`src/rtl/websocket_frame_deframer_assert.svh`:
```
// ---------------------------------------------------------------------------
// websocket frame deframer assertion macros
// shared property wrappers, clocked and held off during reset
// ---------------------------------------------------------------------------
`ifndef WEBSOCKET_FRAME_DEFRAMER_ASSERT_SVH
`define WEBSOCKET_FRAME_DEFRAMER_ASSERT_SVH

// same-cycle implication
`define WSDF_ASSERT_IMP(label, clk, rst_n, ante, cons) \
	label: assert property (@(posedge clk) disable iff (!rst_n) (ante) |-> (cons)) \
		else $error("deframer assertion failed");

// next-cycle implication
`define WSDF_ASSERT_NXT(label, clk, rst_n, ante, cons) \
	label: assert property (@(posedge clk) disable iff (!rst_n) (ante) |=> (cons)) \
		else $error("deframer assertion failed");

`endif

```
`src/rtl/wsdf_pkg.sv`:
```
// ---------------------------------------------------------------------------
// wsdf_pkg
// types and constants shared by the websocket frame deframer
// ---------------------------------------------------------------------------
package wsdf_pkg;

	localparam int BYTE_W   = 8;
	localparam int OPCODE_W = 4;
	localparam int LENGTH_W = 64;
	localparam int KIND_W   = 2;
	localparam int MAXP_W   = 32;
	localparam int KEY_W    = 32;
	localparam int HDR_W    = 4;

	localparam logic [31:0] MAXP_RESET = 32'd4096;

	// short length codes that select an extended length
	localparam logic [6:0] LEN_EXT16 = 7'd126;
	localparam logic [6:0] LEN_EXT64 = 7'd127;

	localparam logic [HDR_W-1:0] EXT16_BYTES = 4'd2;
	localparam logic [HDR_W-1:0] EXT64_BYTES = 4'd8;
	localparam logic [HDR_W-1:0] MASK_BYTES  = 4'd4;

	localparam logic [KIND_W-1:0] KIND_DATA  = 2'd0;
	localparam logic [KIND_W-1:0] KIND_EMPTY = 2'd1;
	localparam logic [KIND_W-1:0] KIND_DROP  = 2'd2;

	typedef enum logic [2:0] {
		PH_FIRST,
		PH_SECOND,
		PH_EXTLEN,
		PH_MASK,
		PH_PAYLOAD
	} phase_t;

	typedef struct packed {
		logic [KIND_W-1:0]   kind;
		logic [BYTE_W-1:0]   data;
		logic [OPCODE_W-1:0] opcode;
		logic [LENGTH_W-1:0] length;
		logic                last;
	} result_t;

endpackage

```
`src/rtl/wsdf_if.sv`:
```
// ---------------------------------------------------------------------------
// wsdf channel interfaces
// valid/ready channels for the received byte stream and the parsed results
// ---------------------------------------------------------------------------
interface wsdf_in_if;
	logic                       valid;
	logic                       ready;
	logic [wsdf_pkg::BYTE_W-1:0] rx_byte;

	modport source (output valid, output rx_byte, input ready);
	modport sink (input valid, input rx_byte, output ready);
endinterface

interface wsdf_out_if;
	logic                         valid;
	logic                         ready;
	logic [wsdf_pkg::KIND_W-1:0]   out_kind;
	logic [wsdf_pkg::BYTE_W-1:0]   out_byte;
	logic [wsdf_pkg::OPCODE_W-1:0] out_opcode;
	logic [wsdf_pkg::LENGTH_W-1:0] out_length;
	logic                         out_last;

	modport source (
		output valid, output out_kind, output out_byte, output out_opcode,
		output out_length, output out_last, input ready
	);
	modport sink (
		input valid, input out_kind, input out_byte, input out_opcode,
		input out_length, input out_last, output ready
	);
endinterface

```
`src/rtl/websocket_frame_deframer.sv`:
```
// ---------------------------------------------------------------------------
// websocket_frame_deframer
// Parses a received WebSocket byte stream, one byte per transfer, and emits
// one result per payload byte (unmasked with the frame's key), one result
// for an empty frame on its last header byte, and one drop result on the
// final byte of a frame longer than max_payload. Header bytes other than a
// completing empty header give no result. A byte is taken every cycle while
// results are taken; each byte passes through the input register and then
// the result register. The cycle time is set by the 64-bit payload counter
// increment and compare and the extended length compare against max_payload.
// max_payload resets to 4096 and is written with cfg_we; the user must write
// it only while no frame is in flight, which the block itself does not enforce.
// ---------------------------------------------------------------------------
module websocket_frame_deframer (
	input  logic                        clk,
	input  logic                        arst_n,
	wsdf_in_if.sink                     rx,
	wsdf_out_if.source                  res,
	input  logic                        cfg_we,
	input  logic [wsdf_pkg::MAXP_W-1:0] cfg_wdata
);

	logic              adv;
	logic              res_valid;
	wsdf_pkg::result_t res_data;

	wsdf_parser u_parser (
		.clk       (clk),
		.arst_n    (arst_n),
		.rx        (rx),
		.cfg_we    (cfg_we),
		.cfg_wdata (cfg_wdata),
		.adv       (adv),
		.res_valid (res_valid),
		.res_data  (res_data)
	);

	wsdf_out_reg u_out_reg (
		.clk       (clk),
		.arst_n    (arst_n),
		.res_valid (res_valid),
		.res_data  (res_data),
		.adv       (adv),
		.res       (res)
	);

endmodule

```
`src/rtl/wsdf_parser.sv`:
```
// ---------------------------------------------------------------------------
// wsdf_parser
// input register and frame header / payload parser with the size limit
// ---------------------------------------------------------------------------
`include "websocket_frame_deframer_assert.svh"

module wsdf_parser (
	input  logic                           clk,
	input  logic                           arst_n,
	wsdf_in_if.sink                        rx,
	input  logic                           cfg_we,
	input  logic [wsdf_pkg::MAXP_W-1:0]    cfg_wdata,
	input  logic                           adv,
	output logic                           res_valid,
	output wsdf_pkg::result_t              res_data
);

	logic                           valid_s1;
	logic [wsdf_pkg::BYTE_W-1:0]    byte_s1;
	logic                           take;

	logic [wsdf_pkg::MAXP_W-1:0]    max_q;
	wsdf_pkg::phase_t               phase_q, phase_d;
	logic [wsdf_pkg::OPCODE_W-1:0]  opcode_q, opcode_d;
	logic                           mask_q, mask_d;
	logic [wsdf_pkg::LENGTH_W-1:0]  len_q, len_d;
	logic [wsdf_pkg::HDR_W-1:0]     hdr_q, hdr_d;
	logic                           ext8_q, ext8_d;
	logic [wsdf_pkg::KEY_W-1:0]     key_q, key_d;
	logic [wsdf_pkg::LENGTH_W-1:0]  cnt_q, cnt_d;
	logic                           drop_q, drop_d;

	logic [6:0]                     len7;
	logic                           len7_ext;
	logic [wsdf_pkg::LENGTH_W-1:0]  len_n;
	logic                           len_empty;
	logic [wsdf_pkg::HDR_W-1:0]     hdr_inc;
	logic [wsdf_pkg::HDR_W-1:0]     ext_target;
	logic [wsdf_pkg::LENGTH_W-1:0]  cnt_inc;
	logic                           pay_last;
	logic [1:0]                     key_idx;
	logic [wsdf_pkg::BYTE_W-1:0]    key_byte;
	logic                           hdr_fin;
	logic                           emit;

	// input register, refilled when empty or whenever the parser moves its byte on
	assign take     = valid_s1 && adv;
	assign rx.ready = !valid_s1 || adv;

	always_ff @(posedge clk or negedge arst_n) begin
		if (!arst_n) begin
			valid_s1 <= 1'b0;
		end else if (rx.ready) begin
			valid_s1 <= rx.valid;
		end
	end

	always_ff @(posedge clk) begin
		if (rx.ready && rx.valid) begin
			byte_s1 <= rx.rx_byte;
		end
	end

	always_ff @(posedge clk or negedge arst_n) begin
		if (!arst_n) begin
			max_q <= wsdf_pkg::MAXP_RESET;
		end else if (cfg_we) begin
			max_q <= cfg_wdata;
		end
	end

	// shared datapath terms
	assign len7     = byte_s1[6:0];
	assign len7_ext = (len7 == wsdf_pkg::LEN_EXT16) || (len7 == wsdf_pkg::LEN_EXT64);
	assign hdr_inc  = hdr_q + 4'd1;
	assign ext_target = ext8_q ? wsdf_pkg::EXT64_BYTES : wsdf_pkg::EXT16_BYTES;
	assign cnt_inc  = cnt_q + 64'd1;
	assign pay_last = cnt_inc >= len_q;
	assign key_idx  = cnt_q[1:0];
	assign key_byte = mask_q ? key_q[{~key_idx, 3'b000} +: 8] : 8'd0;

	always_comb begin
		case (phase_q)
			wsdf_pkg::PH_SECOND: len_n = len7_ext ? 64'd0 : {57'd0, len7};
			wsdf_pkg::PH_EXTLEN: len_n = {len_q[55:0], byte_s1};
			default:             len_n = len_q;
		endcase
	end

	assign len_empty = (len_n == 64'd0);

	// next state
	always_comb begin
		phase_d  = phase_q;
		opcode_d = opcode_q;
		mask_d   = mask_q;
		len_d    = len_q;
		hdr_d    = hdr_q;
		ext8_d   = ext8_q;
		key_d    = key_q;
		cnt_d    = cnt_q;
		drop_d   = drop_q;
		hdr_fin  = 1'b0;
		unique case (phase_q)
			wsdf_pkg::PH_FIRST: begin
				opcode_d = byte_s1[3:0];
				mask_d   = 1'b0;
				len_d    = 64'd0;
				key_d    = 32'd0;
				cnt_d    = 64'd0;
				drop_d   = 1'b0;
				hdr_d    = 4'd0;
				phase_d  = wsdf_pkg::PH_SECOND;
			end
			wsdf_pkg::PH_SECOND: begin
				mask_d = byte_s1[7];
				hdr_d  = 4'd0;
				len_d  = len_n;
				if (len7_ext) begin
					ext8_d  = (len7 == wsdf_pkg::LEN_EXT64);
					phase_d = wsdf_pkg::PH_EXTLEN;
				end else if (byte_s1[7]) begin
					phase_d = wsdf_pkg::PH_MASK;
				end else begin
					hdr_fin = 1'b1;
				end
			end
			wsdf_pkg::PH_EXTLEN: begin
				len_d = len_n;
				hdr_d = hdr_inc;
				if (hdr_inc >= ext_target) begin
					hdr_d = 4'd0;
					if (mask_q) begin
						phase_d = wsdf_pkg::PH_MASK;
					end else begin
						hdr_fin = 1'b1;
					end
				end
			end
			wsdf_pkg::PH_MASK: begin
				key_d = {key_q[23:0], byte_s1};
				hdr_d = hdr_inc;
				if (hdr_inc >= wsdf_pkg::MASK_BYTES) begin
					hdr_fin = 1'b1;
				end
			end
			wsdf_pkg::PH_PAYLOAD: begin
				cnt_d = cnt_inc;
				if (pay_last) begin
					phase_d = wsdf_pkg::PH_FIRST;
					drop_d  = 1'b0;
				end
			end
			default: begin
				phase_d = wsdf_pkg::PH_FIRST;
			end
		endcase
		// header complete: empty frames end here, others enter the payload
		if (hdr_fin) begin
			cnt_d = 64'd0;
			hdr_d = 4'd0;
			if (len_empty) begin
				drop_d  = 1'b0;
				phase_d = wsdf_pkg::PH_FIRST;
			end else begin
				drop_d  = len_n > {32'd0, max_q};
				phase_d = wsdf_pkg::PH_PAYLOAD;
			end
		end
	end

	// result for the byte in the input register
	always_comb begin
		emit            = 1'b0;
		res_data.kind   = wsdf_pkg::KIND_DATA;
		res_data.data   = 8'd0;
		res_data.opcode = opcode_q;
		res_data.length = len_n;
		res_data.last   = 1'b1;
		unique case (phase_q)
			wsdf_pkg::PH_SECOND: begin
				if (!len7_ext && !byte_s1[7] && len_empty) begin
					emit          = 1'b1;
					res_data.kind = wsdf_pkg::KIND_EMPTY;
				end
			end
			wsdf_pkg::PH_EXTLEN: begin
				if (hdr_inc >= ext_target && !mask_q && len_empty) begin
					emit          = 1'b1;
					res_data.kind = wsdf_pkg::KIND_EMPTY;
				end
			end
			wsdf_pkg::PH_MASK: begin
				if (hdr_inc >= wsdf_pkg::MASK_BYTES && len_empty) begin
					emit          = 1'b1;
					res_data.kind = wsdf_pkg::KIND_EMPTY;
				end
			end
			wsdf_pkg::PH_PAYLOAD: begin
				if (!drop_q) begin
					emit          = 1'b1;
					res_data.data = byte_s1 ^ key_byte;
					res_data.last = pay_last;
				end else if (pay_last) begin
					emit          = 1'b1;
					res_data.kind = wsdf_pkg::KIND_DROP;
				end
			end
			default: begin
				emit = 1'b0;
			end
		endcase
	end

	assign res_valid = take && emit;

	always_ff @(posedge clk or negedge arst_n) begin
		if (!arst_n) begin
			phase_q  <= wsdf_pkg::PH_FIRST;
			opcode_q <= '0;
			mask_q   <= 1'b0;
			len_q    <= '0;
			hdr_q    <= '0;
			ext8_q   <= 1'b0;
			key_q    <= '0;
			cnt_q    <= '0;
			drop_q   <= 1'b0;
		end else if (take) begin
			phase_q  <= phase_d;
			opcode_q <= opcode_d;
			mask_q   <= mask_d;
			len_q    <= len_d;
			hdr_q    <= hdr_d;
			ext8_q   <= ext8_d;
			key_q    <= key_d;
			cnt_q    <= cnt_d;
			drop_q   <= drop_d;
		end
	end

	`WSDF_ASSERT_IMP(a_payload_nonempty, clk, arst_n,
		phase_q == wsdf_pkg::PH_PAYLOAD, len_q != 64'd0)
	`WSDF_ASSERT_IMP(a_drop_in_payload, clk, arst_n,
		drop_q, phase_q == wsdf_pkg::PH_PAYLOAD)
	`WSDF_ASSERT_NXT(a_end_returns_first, clk, arst_n,
		res_valid && res_data.last, phase_q == wsdf_pkg::PH_FIRST)
	`WSDF_ASSERT_IMP(a_non_data_is_last, clk, arst_n,
		res_valid && res_data.kind != wsdf_pkg::KIND_DATA,
		res_data.last && res_data.data == 8'd0)

endmodule

```
`src/rtl/wsdf_out_reg.sv`:
```
// ---------------------------------------------------------------------------
// wsdf_out_reg
// result register that holds one parsed result until it is taken
// ---------------------------------------------------------------------------
module wsdf_out_reg (
	input  logic              clk,
	input  logic              arst_n,
	input  logic              res_valid,
	input  wsdf_pkg::result_t res_data,
	output logic              adv,
	wsdf_out_if.source        res
);

	logic              valid_q;
	wsdf_pkg::result_t data_q;

	// register is free when empty or when its transfer completes now
	assign adv = !valid_q || res.ready;

	always_ff @(posedge clk or negedge arst_n) begin
		if (!arst_n) begin
			valid_q <= 1'b0;
		end else if (adv) begin
			valid_q <= res_valid;
		end
	end

	always_ff @(posedge clk) begin
		if (adv && res_valid) begin
			data_q <= res_data;
		end
	end

	assign res.valid      = valid_q;
	assign res.out_kind   = data_q.kind;
	assign res.out_byte   = data_q.data;
	assign res.out_opcode = data_q.opcode;
	assign res.out_length = data_q.length;
	assign res.out_last   = data_q.last;

endmodule

```
`src/flat_wrapper.sv`:
```
// flat-port wrapper written by rule: the top's interface ports become plain ports
module websocket_frame_deframer_flat 
  (clk, arst_n, cfg_we, cfg_wdata, rx_valid, rx_rx_byte, rx_ready, res_valid, res_out_kind, res_out_byte, res_out_opcode, res_out_length, res_out_last, res_ready);
  wsdf_in_if rx_i ();
  wsdf_out_if res_i ();
  input  logic clk;
  input  logic arst_n;
  input  logic cfg_we;
  input  logic [wsdf_pkg::MAXP_W-1:0] cfg_wdata;
  input wire logic [$bits(rx_i.valid)-1:0] rx_valid;
  input wire logic [$bits(rx_i.rx_byte)-1:0] rx_rx_byte;
  output wire logic [$bits(rx_i.ready)-1:0] rx_ready;
  output wire logic [$bits(res_i.valid)-1:0] res_valid;
  output wire logic [$bits(res_i.out_kind)-1:0] res_out_kind;
  output wire logic [$bits(res_i.out_byte)-1:0] res_out_byte;
  output wire logic [$bits(res_i.out_opcode)-1:0] res_out_opcode;
  output wire logic [$bits(res_i.out_length)-1:0] res_out_length;
  output wire logic [$bits(res_i.out_last)-1:0] res_out_last;
  input wire logic [$bits(res_i.ready)-1:0] res_ready;
  assign rx_i.valid = rx_valid;
  assign rx_i.rx_byte = rx_rx_byte;
  assign rx_ready = rx_i.ready;
  assign res_valid = res_i.valid;
  assign res_out_kind = res_i.out_kind;
  assign res_out_byte = res_i.out_byte;
  assign res_out_opcode = res_i.out_opcode;
  assign res_out_length = res_i.out_length;
  assign res_out_last = res_i.out_last;
  assign res_i.ready = res_ready;
  websocket_frame_deframer u_core (.clk(clk), .arst_n(arst_n), .rx(rx_i), .res(res_i), .cfg_we(cfg_we), .cfg_wdata(cfg_wdata));
endmodule
```
`config.mk`:
```
export PLATFORM = sky130hd
export DESIGN_NAME = websocket_frame_deframer_flat
export DESIGN_NICKNAME = d
export VERILOG_FILES = /design/src/rtl/wsdf_pkg.sv /design/src/rtl/wsdf_if.sv /design/src/rtl/websocket_frame_deframer.sv /design/src/rtl/wsdf_parser.sv /design/src/rtl/wsdf_out_reg.sv /design/src/flat_wrapper.sv
export VERILOG_INCLUDE_DIRS = /design/src /design/src/rtl
export SDC_FILE = /design/constraint.sdc
export NUM_CORES = 1
export LEC_CHECK = 0
export BUFFER_PORTS_ARGS = -buffer_cell sky130_fd_sc_hd__buf_2
export CAP_MARGIN = 20
export CORE_MARGIN = 3
export CORE_UTILIZATION = 35
export CTS_CLUSTER_DIAMETER = 150
export DETAILED_ROUTE_END_ITERATION = 8
export MAX_ROUTING_LAYER = met4
export SYNTH_ARGS = -nofsm -noshare
export SYNTH_HDL_FRONTEND = slang
export SYNTH_SLANG_ARGS = --single-unit
```
`constraint.sdc`:
```
create_clock -name clk -period 7.6 [get_ports clk]
set_input_delay 1.52 -clock clk [delete_from_list [all_inputs] [get_ports clk]]
set_output_delay 1.52 -clock clk [all_outputs]
set_load 0.02 [all_outputs]
```
[After elaboration in Yosys (flattened, before gate mapping)]
Cells that the tools add are included.
Word-level totals
  output and inout bits: 81
  input bits: 45
  register bits: 295
  logic and storage cells: 117
Cells by class
  add/subtract/negate cells: 2
  $lt $le $gt $ge: 4
  reduce and logical (&&, ||, !) cells: 36
  bitwise gates (word level): 3
  shift operators: 1
  eq/ne operators: 11
  mux-type cells: 42
Operators with widths (count)
  $pmux 64 s2: 3
  $add 64x1->64 const B: 1
  $ge 64x64->1: 1
  $gt 64x32->1: 1
  $logic_not 64->1: 1
  $mux 64: 1
  $pmux 32 s2: 1
  $shiftx 32x6->8: 1
  $mux 3: 7
  $mux 1: 16
  $pmux 3 s5: 1
  $eq 7x7->1 const B: 2
  $mux 4: 3
  $pmux 4 s3: 1
  $reduce_and 2->1: 6
  $logic_and 1x1->1: 9
  $ne 3x3->1 const B: 3
  $mux 8: 1
  $pmux 2 s4: 1
  $xor 8x8->8: 1
  $mux 7: 1
  $eq 3x2->1 const B: 2
  $reduce_and 3->1: 2
  $reduce_and 6->1: 1
  20 further kinds: 32

[Depth between registers and ports, before layout]
Gate-level depths: netlist (run 1).
  depth after elaboration: 10
  depth in mapped cells: 16
  mapped depth without buffers: 15

[Hierarchy]
From an unflattened synthesis (run 1), not the netlist that was laid out.
Unflattened totals
  cells, all modules: 1667
  area total of the unflattened synthesis: 16807.4 um^2
By module, submodules not included
  wsdf_parser: cells an instance 1584, times used 1, area an instance 14381.3 um^2, sequential area each 5421.4 um^2
  wsdf_out_reg: cells an instance 83, times used 1, area an instance 2426.1 um^2, sequential area each 2397.3 um^2

[Least setup slack after synthesis (run 1)]
No wires, ideal clock.
  path type: reg2reg
  start point: register u_core.u_parser.cnt_q[2] (netlist name)
  end point: register u_core.u_out_reg.data_q (netlist bit u_core.u_out_reg.res.out_byte[0]) (enable)
  setup time: 0.445 ns
  slack: 1.152 ns
  required time: 7.155 ns
  stages on the path, launching flop included: 16
  buffers on the path: 1
  data arrival time: 6.003 ns
  clock period less this slack: 6.448 ns
  cells stage by stage: dfrtp_1 -> clkbuf_1 -> nand4_1 -> nor4_1 -> nand4_1 -> nor3_1 -> nand3_1 -> xnor2_1 -> ha_1 -> nand4_1 -> nor4_1 -> nand3_1 -> nor4_1 -> o21ai_0 -> nand3_1 -> a22o_1
Between the ends
  cells in the longest elaborated chain, start to end: 7
Ends and longest elaborated chain
  start, declared: RTL line wsdf_parser.sv:30  | logic [wsdf_pkg::LENGTH_W-1:0] cnt_q, cnt_d;
  start signal, assigned: RTL line wsdf_parser.sv:236  | cnt_q <= cnt_d;
  $add 64x1->64: RTL line wsdf_parser.sv:77  | assign cnt_inc = cnt_q + 64'd1;
  $ge 64x64->1: RTL line wsdf_parser.sv:78  | assign pay_last = cnt_inc >= len_q;
  $mux 1: RTL line wsdf_parser.sv:204  | end else if (pay_last) begin
  $mux 1: RTL line wsdf_parser.sv:200  | if (!drop_q) begin
  $pmux 1 s4: RTL line wsdf_parser.sv:180  | unique case (phase_q)
  $logic_and 1x1->1: RTL line wsdf_parser.sv:215  | assign res_valid = take && emit;
  $logic_and 1x1->1: RTL line wsdf_out_reg.sv:29  | if (adv && res_valid) begin
  end signal, assigned: RTL line wsdf_out_reg.sv:30  | data_q <= res_data;
  end, declared: RTL line wsdf_out_reg.sv:15  | wsdf_pkg::result_t data_q;
No other way between the ends.
A chain may end at the register's enable or synchronous reset.

[Worst setup path after layout (run 1)]
  start point: register u_core.u_parser.cnt_q[1] (netlist name)
  end point: register u_core.u_out_reg.data_q (netlist bit u_core.u_out_reg.res.out_length[51]) (enable)
The elaborated chain is that of the path after synthesis.

==> flow_summary.json, run 1 <==
{
  "clockRootBuffer": "clkbuf_16",
  "crit_arrival_ps": 6580,
  "hold_class": "reg -> reg",
  "fillers": 4378,
  "crit_slowest_cell": "dfrtp_1",
  "clock_skew_ps": 9.099,
  "finalNetCount": 1883,
  "wire_per_inst_um": 19.07,
  "finalNonFillerCells": 2363,
  "critPathTopFamily": "simple AND/OR/NAND/NOR gates",
  "antenna_found_initial": 0,
  "start_util_pct": 35.80,
  "slowest_delay_ps": 720,
  "core_mm2": 0.04587,
  "cts.clk_slew.worst_paths_ps": 60,
  "hold_viol_final": 0,
  "cts_max_level": 1,
  "crit_type": "reg -> reg",
  "port-buffer-count": 125,
  "num_rows": 78,
  "firstDrtPassIters": 5,
  "p_leak_nw": 8.476,
  "yosysWarnings": 0,
  "die_area_mm2": 0.04956,
  "ys_async_sr_fraction_pct": 70.51,
  "cts_max_path_buffers": 3,
  "numPlacedInstances": 2305,
  "synth_nets": 1796,
  "cp.buffers_inverters": 2,
  "critPathRequiredTime_ps": 7850,
  "worstMarginPinSlew_ps": 1070,
  "antenna_left": 0,
  "area_growth_pct": 14.56,
  "netlist_area_mm2": 0.01642,
  "grt-ovfl-total": 0,
  "synthCells": 1651,
  "die_h_um": 222.6,
  "place.gp.congestion": 0.8868,
  "numCtsBuffers": 31,
  "max_freq_mhz": 158.1,
  "drc": 0,
  "grt_pass1_vias": 12820,
  "crit_path_end_kind": "flop",
  "antennaDiodeCount": 0,
  "postSynthAreaPerCell_um2": 9.947,
  "slew_violations": 0,
  "rsz0062_at_grt": "no",
  "crit_chain": "ha_1 -> inv_1 -> nor4_1 -> nand4_1 -> nor2_1 -> nand4_1 -> xnor2_1 -> ha_1 -> nand2_1 -> nor4_1 -> nand3_1 -> nor4_1 -> o21ai_0 -> nand3_1 -> a22o_4 -> buf_12",
  "worstSkewPairLatency_ps": 580,
  "final-setup-viol-count": 0,
  "post-route-period-util_pct": 83.20,
  "cts_resized": 0,
  "slew-limit-headroom_pct": 28.68,
  "route.vias.total": 13200,
  "ys_types": 63,
  "grt_max_degree": 76,
  "drive_above_1_share_pct": 13.44,
  "ys.flop_type": "dfrtp_1",
  "drt-total-wl_um": 45060,
  "synth_edf_count": 87,
  "yosysSeqAreaShare_pct": 47.61,
  "cts_sinks": 295,
  "powerDensity_mw_per_mm2": 300.4,
  "status": "complete, no violations",
  "viasPerCell": 5.586,
  "die_w_um": 222.6,
  "tns_ps": 0,
  "grt_pass1_wl_um": 72100,
  "ioPinCount": 126,
  "hold_buffers": 0,
  "track_usage_pct": 18.14,
  "drt_iter0_drc": 1199,
  "fin_crit_ps": 6323,
  "crit_fanout": 52,
  "worst_setup_path_start_kind": "flop",
  "cpMostUsedCell": "nor4_1",
  "ys_seq_elements": 295,
  "max-vdd-ir-drop_mv": 0.2165,
  "dpl.hpwl_um": 31900,
  "cts_tree": "yes",
  "drv_cap": 0,
  "postCtsSetupBuffers": 0
}
-- logic make-up (layout without fill, tap and decap cells) --
| kind of cell | after synthesis | count (layout) | share of synthesized area (%) |
|---|---|---|---|
| AOI/OAI and AO/OA | 433 | 433 | 18.25 |
| xor gates and xnor gates | 73 | 73 | 3.893 |
| adders and majority gates | 100 | 100 | 7.618 |
| buffers and inverters | 219 | 331 | 5.173 |
| DFF | 295 | 295 | 47.61 |
| muxes | 14 | 14 | 1.508 |
| and+or+nand+nor | 517 | 517 | 15.95 |
-- cells in the final DEF, fill, tap and decap left out, types with 8 or more instances in the layout --
cell,n
a221o_1,15
a22o_1,101
clkbuf_16,31
nand2_1,184
or2_2,8
mux4_2,8
edfxtp_1,87
a221oi_1,8
nand4_1,38
nor2_1,60
nor2b_1,24
a21o_1,27
buf_4,21
xnor2_1,46
nor3b_1,22
nand3b_1,11
dfrtp_1,206
and4_1,8
ha_1,100
nand3_1,76
and3_1,12
bufinv_16,8
o31ai_1,23
a22oi_1,20
inv_1,126
o21ai_0,109
a21oi_1,61
o22ai_1,18
a31oi_1,16
nand2b_1,16
xor2_1,27
buf_2,124
nor3_1,17
nor4_1,15
-- final timing paths --
| kind | startpoint | endpoint | slack (ps) | depth (start not counted) |
|---|---|---|---|---|
| max | u_core.u_parser.cnt_q[1] | u_core.u_out_reg.res.out_length[51] | 1280 | 16 |
| min in group asynchronous | arst_n | u_core.u_parser.cnt_q[49] | 940 | 1 |
| max in group asynchronous | arst_n | u_core.u_parser.phase_q[0] | 5160 | 2 |
| min reg2reg | u_core.u_parser.opcode_q[3] | u_core.u_out_reg.res.out_opcode[3] | 450 | 0 |
| max reg2reg | u_core.u_parser.cnt_q[1] | u_core.u_out_reg.res.out_length[51] | 1280 | 16 |
| min | u_core.u_parser.opcode_q[3] | u_core.u_out_reg.res.out_opcode[3] | 450 | 0 |
-- final cells by class --
class | instances | area [um^2] | area share (%)
sequential | 295 | 7820 | 41.56
timing repair buffer | 147 | 812.0 | 4.316
inverter | 126 | 473.0 | 2.514
tap | 600 | 750.7 | 3.990
multi-input combinational | 1137 | 7797 | 41.44
clock inverter | 22 | 336.6 | 1.789
clock buffer | 36 | 824.5 | 4.383
-- sequential cells by signal (all words and copies together), names as in the netlist, 8 cells and up --
name and flops:
u_core.u_parser.byte_s1 8, u_core.u_out_reg.res.out_length 64, u_core.u_parser.len_q 64, u_core.u_out_reg.res.out_byte 8, u_core.u_parser.key_q 32, u_core.u_parser.cnt_q 64
u_core.u_parser.max_q 32
-- per-layer routing --
metal | vias up | wire, um | track usage (%)
met2 | 434 | 20120 | 27.06
met1 | 6476 | 21030 | 25.93
li1 | 6215 | - | -
met4 | 0 | 1189 | 5.373
met5 | - | 0 | -
met3 | 75 | 2726 | 2.286
-- worst register-to-register path: cells and delay by family, from the launching register on --
| kind | cells | cell delay [ps] |
|---|---|---|
| DFF | 1 | 720 |
| and+or+nand+nor | 9 | 3280 |
| buffers and inverters | 2 | 440 |
| xor gates and xnor gates | 1 | 190 |
| adders and majority gates | 2 | 610 |
| AOI/OAI and AO/OA | 2 | 700 |
-- cell usage after synthesis (11+ instances only) --
master / count / area share, %
nor3b_1: 22 / 1.0
a22o_1: 102 / 5.4
nor2b_1: 25 / 0.95
nand2b_1: 16 / 0.61
nand3b_1: 11 / 0.50
and3_1: 12 / 0.46
a31oi_1: 16 / 0.61
nor2_1: 61 / 1.4
nor3_1: 19 / 0.58
nor4_1: 15 / 0.57
nand2_1: 185 / 4.2
a22oi_1: 20 / 0.91
a21o_1: 27 / 1.2
dfrtp_1: 207 / 32
nand4_1: 38 / 1.4
a21oi_1: 61 / 1.9
clkbuf_1: 77 / 1.8
o22ai_1: 18 / 0.69
xnor2_1: 46 / 2.5
a221o_1: 15 / 0.91
ha_1: 100 / 7.6
o31ai_1: 23 / 1.1
xor2_1: 27 / 1.4
inv_1: 126 / 2.9
o21ai_0: 109 / 3.3
edfxtp_1: 87 / 16
nand3_1: 76 / 2.3
-- where the power goes --
group          internal (mW)  switching [mW]  total [mW]
combinational          0.619            1.25        1.87
sequential              1.84           0.234        2.07
clock                   1.05           0.659        1.71
total                   3.51            2.15        5.65
-- metrics by stage --
step	setup WS (ps)	hold slack (ps)	utilization (%)	cell area (um^2)	total power, mW
6_report	1277	450.6	41.02	18810	5.652
3_5_place_dp	1229	437.0	38.49	17650	3.947
2_1_floorplan	1152	419.4	-	16420	3.325
3_3_place_gp	1366	433.1	38.49	17650	3.911
5_1_grt	642.0	459.8	41.02	18810	5.951
4_1_cts	1218	452.1	41.02	18810	5.674
No activity file was read; power rests on OpenSTA's default activity.
==> inputs of run 2 (changes only) <==
Clock period 7.6 ns to 5.39 ns, I/O delays scaled along.
==> run 2 against run 1 <==
Effect of this change:
- fmax up 28%
- global-route usage up 0.21 points
- via count about the same
- non-clock buffer count up 15
- clock skew up 20 ps
- cell count up 0.59%
- design area about the same
- power up 36%
- critical path type unchanged
- largest cell class is now multi-input gates
- highest routed layer unchanged
==> flow_summary.json, run 2 (same netlist as run 1, synthesis figures left out) <==
{
  "cts_resized": 0,
  "status": "complete, no violations",
  "drv_cap": 0,
  "slew-limit-headroom_pct": 27.02,
  "ioPinCount": 126,
  "firstDrtPassIters": 5,
  "antennaDiodeCount": 0,
  "place.gp.congestion": 0.8814,
  "cts_max_path_buffers": 3,
  "crit_path_end_kind": "flop",
  "critPathRequiredTime_ps": 5600,
  "grt-ovfl-total": 0,
  "die_w_um": 222.6,
  "final.setup.worst_slack_ps": 451.9,
  "hold_viol_final": 0,
  "track_usage_pct": 18.35,
  "grt_pass1_wl_um": 72160,
  "drc": 0,
  "hold_depth": 0,
  "cts_tree": "yes",
  "worstMarginPinSlew_ps": 1095,
  "drive_above_1_share_pct": 14.07,
  "crit_type": "reg -> reg",
  "dpl.hpwl_um": 32360,
  "powerDensity_mw_per_mm2": 408.6,
  "finalNonFillerCells": 2377,
  "cts.clk_slew.worst_paths_ps": 60,
  "crit_arrival_ps": 5150,
  "area_growth_pct": 14.47,
  "tns_ps": 0,
  "worst_setup_path_start_kind": "flop",
  "viasPerCell": 5.549,
  "cts_sinks": 295,
  "hold_class": "reg -> reg",
  "clock_skew_ps": 29.18,
  "worstSetupStartpoint": "u_core.u_parser.cnt_q[31]",
  "final-setup-viol-count": 0,
  "antenna_found_initial": 0,
  "crit_fanout": 79,
  "die_area_mm2": 0.04956,
  "final_cell_mix": "dfrtp_1 (206), nand2_1 (184), inv_1 (126)",
  "final_core_util_pct": 40.98,
  "mostFrequentLayoutCell": "dfrtp_1",
  "drt_iter0_drc": 1269,
  "reg2reg_from": "u_core.u_parser.cnt_q[31]",
  "hold_buffers": 0,
  "core_mm2": 0.04587,
  "numPlacedInstances": 2320,
  "route.vias.total": 13190,
  "dp_slack_ps": 297.7,
  "wire_per_inst_um": 19.06,
  "max-vdd-ir-drop_mv": 0.2693,
  "post-route-period-util_pct": 91.62,
  "grt_max_degree": 86,
  "antenna_left": 0,
  "multi_input_comb_area_mm2": 0.007833,
  "p_leak_nw": 8.507,
  "power_mw": 7.682,
  "clockRootBuffer": "clkbuf_16",
  "num_rows": 78,
  "worstSkewPairLatency_ps": 580,
  "regArea_mm2": 0.007820,
  "numCtsBuffers": 31,
  "postCtsSetupBuffers": 0,
  "grt_pass1_vias": 12720,
  "drt-total-wl_um": 45320,
  "start_util_pct": 35.80,
  "fillers": 4403,
  "max_freq_mhz": 202.5,
  "die_h_um": 222.6,
  "finalNetCount": 1898,
  "r2r_cells": 16,
  "slew_violations": 0,
  "port-buffer-count": 125,
  "hp-start": "u_core.u_parser.opcode_q[3]",
  "fin_crit_ps": 4938,
  "cts_max_level": 1
}
==> run 2: cell count changes in the layout (fill, tap and decap cells not counted), moves of 2 or more <==
cell        before  now
clkbuf_16       31   33
nor4_2           0    3
clkbuf_1         2    8
buf_4           21   35
clkinvlp_4       4    2
nor4_1          15   12
bufinv_16        8    1
clkinv_4         4    1
clkinv_2         3    7
==> run 2: area by class of cell <==
class / count / area share (%)
clock buffer: 43 / 4.699
multi-input combinational: 1137 / 41.66
timing repair buffer: 162 / 4.985
inverter: 126 / 2.516
tap: 600 / 3.993
clock inverter: 14 / 0.5458
sequential: 295 / 41.60
==> run 2: worst max-delay path, stage by stage, from the launching register on <==
cell and delay, ps:
dfrtp_1 440, nand3_1 200, nor3_2 330, nand4_1 360, nor4_1 390, buf_4 220, nand3_1 120, xnor2_1 170
ha_1 310, nand4_1 170, nor4_2 380, nand3_1 210, nor4_2 370, o21ai_0 180, nand3_1 160, a22o_4 140
buf_12 280
==> run 2: final timing paths <==
| check | to | slack (ps) |
|---|---|---|
| hold / removal | u_core.u_out_reg.res.out_opcode[3] | 450 |
| min in group asynchronous | u_core.u_parser.cnt_q[35] | 530 |
| hold reg to reg | u_core.u_out_reg.res.out_opcode[3] | 450 |
| setup / recovery | u_core.u_out_reg.res.out_length[57] | 450 |
| max in group asynchronous | u_core.u_parser.max_q[22] | 3620 |
| setup reg to reg | u_core.u_out_reg.res.out_length[57] | 450 |
==> run 2: power by group <==
| group | internal, mW | switching, mW | leakage, nW |
|---|---|---|---|
| registers | 2.59 | 0.302 | 3.65 |
| clock network | 1.19 | 0.887 | 0.484 |
| logic | 0.907 | 1.81 | 4.38 |
| total | 4.69 | 3.00 | 8.51 |
==> run 2: through the flow <==
| step | hold WS (ps) | instance area (um^2) |
|---|---|---|
| after detailed placement | 432.6 | 17780 |
| after global routing | 456.8 | 18800 |
| after global placement | 425.6 | 17780 |
| after floorplan | 419.4 | 16430 |
| after CTS | 446.9 | 18760 |
| final | 446.6 | 18800 |
==> run 2: layer usage <==
layer	track usage [%]	up-vias	routed length [um]
li1	-	6239	-
met1	26.36	6421	21420
met2	26.93	448	19800
met3	2.272	82	2683
met4	6.112	0	1408
met5	-	-	0
==> inputs of run 3 (changes only) <==
Settings changed: BUFFER_PORTS_ARGS -buffer_cell sky130_fd_sc_hd__buf_2 to unset, DONT_BUFFER_PORTS set to 1.
==> run 3 against run 2 <==
Effect of this change:
- first-iteration DRC count fell by 0.95%
- routed wire length decreased by 0.22%
- setup slack worse by 18 ps
- highest routed layer unchanged
- sequential share of layout area rose by 1.3 points
- cell count shrank 5.3%
==> flow_summary.json, run 3 (same netlist as run 1, synthesis figures left out) <==
{
  "status": "complete, no violations",
  "fillers": 4486,
  "worstMarginPinSlew_ps": 998.7,
  "antennaDiodeCount": 0,
  "track_usage_pct": 18.19,
  "antenna_found_initial": 0,
  "start_util_pct": 35.80,
  "power_mw": 7.762,
  "drt-total-wl_um": 45210,
  "slew_violations": 0,
  "clockRootBuffer": "clkbuf_16",
  "slowest_delay_ps": 540,
  "multi_input_comb_area_mm2": 0.007845,
  "num_rows": 78,
  "final_cell_mix": "dfrtp_1 (206), nand2_1 (184), inv_1 (126)",
  "crit_type": "reg -> reg",
  "hold_buffers": 0,
  "rsz0062_at_grt": "no",
  "post-route-period-util_pct": 91.96,
  "clock_skew_ps": 22.22,
  "place_area_mm2": 0.01711,
  "drive_above_1_share_pct": 7.511,
  "dpl.hpwl_um": 31690,
  "cts_max_path_buffers": 3,
  "p_leak_nw": 8.011,
  "grt_max_degree": 209,
  "grt_pass1_wl_um": 71930,
  "drv_cap": 0,
  "critPathRequiredTime_ps": 5660,
  "numCtsBuffers": 31,
  "timing.hold.ws_ps": 222.0,
  "crit_slowest_cell": "nor4_1",
  "max_freq_mhz": 201.8,
  "crit_chain": "nand4_1 -> nor4_1 -> nand4_1 -> buf_4 -> nor3_1 -> buf_4 -> nand3_1 -> xnor2_1 -> ha_1 -> nand4_1 -> nor4_2 -> nand3_1 -> nor4_2 -> o21ai_0 -> nand3_1 -> a22o_4 -> buf_12",
  "powerDensity_mw_per_mm2": 425.8,
  "reg2reg_from": "u_core.u_parser.cnt_q[2]",
  "die_area_mm2": 0.04956,
  "drt_iter0_drc": 1257,
  "final-setup-viol-count": 0,
  "wire_per_inst_um": 20.09,
  "cts_max_level": 1,
  "worstSetupStartpoint": "u_core.u_parser.cnt_q[2]",
  "final.setup.worst_slack_ps": 433.5,
  "area_growth_pct": 10.99,
  "max-vdd-ir-drop_mv": 0.2746,
  "route.vias.total": 12850,
  "fin_crit_ps": 4956,
  "worstSkewPairLatency_ps": 580,
  "design_area_mm2": 0.01823,
  "cts_tree": "yes",
  "port-buffer-count": 0,
  "viasPerCell": 5.709,
  "grt_pass1_vias": 12370,
  "grt-ovfl-total": 0,
  "crit_arrival_ps": 5230,
  "dp_slack_ps": -73.97,
  "crit_path_end_kind": "flop",
  "hold_class": "in -> async",
  "hold_viol_final": 0,
  "cts.clk_slew.worst_paths_ps": 60,
  "ioPinCount": 126,
  "firstDrtPassIters": 6,
  "regArea_mm2": 0.007820,
  "core_mm2": 0.04587,
  "die_h_um": 222.6,
  "antenna_left": 0,
  "mostFrequentLayoutCell": "dfrtp_1",
  "place.gp.congestion": 0.8793,
  "finalNetCount": 1771,
  "cts_sinks": 295,
  "drc": 0,
  "slew-limit-headroom_pct": 33.26,
  "die_w_um": 222.6,
  "worst_setup_path_start_kind": "flop",
  "crit_fanout": 33,
  "tns_ps": 0
}
## run 3: cell types whose count changed in the layout (fill, tap and decap cells not counted), sizes merged
| cell | delta |
|---|---|
| bufinv | +4 |
| clkinv | -1 |
| buf | -126 |
| clkbuf | -1 |
| clkinvlp | -2 |
## run 3: final cells by class
| type | instances | share of cell area, % |
|---|---|---|
| clock buffers | 43 | 4.558 |
| clock inverters | 15 | 1.105 |
| flip-flops and latches | 295 | 42.90 |
| multi-input cells | 1137 | 43.04 |
| repair buffers | 35 | 1.689 |
| inverters | 126 | 2.595 |
| well taps | 600 | 4.118 |
## run 3: path summary, 6_finish.rpt
| check | end | slack (ps) | cells after the start |
|---|---|---|---|
| max | u_core.u_out_reg.res.out_length[44] | 430 | 17 |
| min | u_core.u_parser.cnt_q[50] | 220 | 0 |
| max reg2reg | u_core.u_out_reg.res.out_length[44] | 430 | 17 |
| min reg2reg | u_core.u_out_reg.res.out_opcode[3] | 450 | 0 |
| max in group asynchronous | u_core.u_parser.phase_q[0] | 4420 | 0 |
| min in group clk | u_core.u_out_reg.res.out_opcode[3] | 450 | 0 |
## run 3: worst max-delay path: cells and delay by family (launching register included)
| kind | cells | cell delay, ps |
|---|---|---|
| DFF | 1 | 450 |
| xor gates and xnor gates | 1 | 150 |
| buffers and inverters | 3 | 620 |
| and+or+nand+nor | 10 | 2600 |
| AOI/OAI and AO/OA | 2 | 480 |
| adders and majority gates | 1 | 290 |
## run 3: metal layers
metal  part of all wire [%]  track usage [%]  wire, um
met4                    2.1            4.368       930
met3                    5.5            2.471      2494
met1                     47            25.79     21150
met2                     46            27.72     20640
met5                      0                -         0
## run 3: where the power goes
| group | internal (mW) | switching [mW] | leakage, nW |
|---|---|---|---|
| clock network | 1.31 | 0.900 | 0.508 |
| logic | 0.880 | 1.68 | 3.86 |
| registers | 2.59 | 0.399 | 3.65 |
| total | 4.78 | 2.98 | 8.01 |
## run 3: repair_timing
item | 4_1_cts | 5_1_grt
pin swaps | 0 | 2
setup endpoints to repair | 65 | 79
gates resized for setup | 1 | 7
setup buffers | 0 | 2
## run 3: stage by stage
step	std cells	utilization, %
finish	2251	39.74
global route	2251	39.74
CTS	2248	39.57
floorplan	1651	-
global placement	2190	37.30
detailed placement	2190	37.30
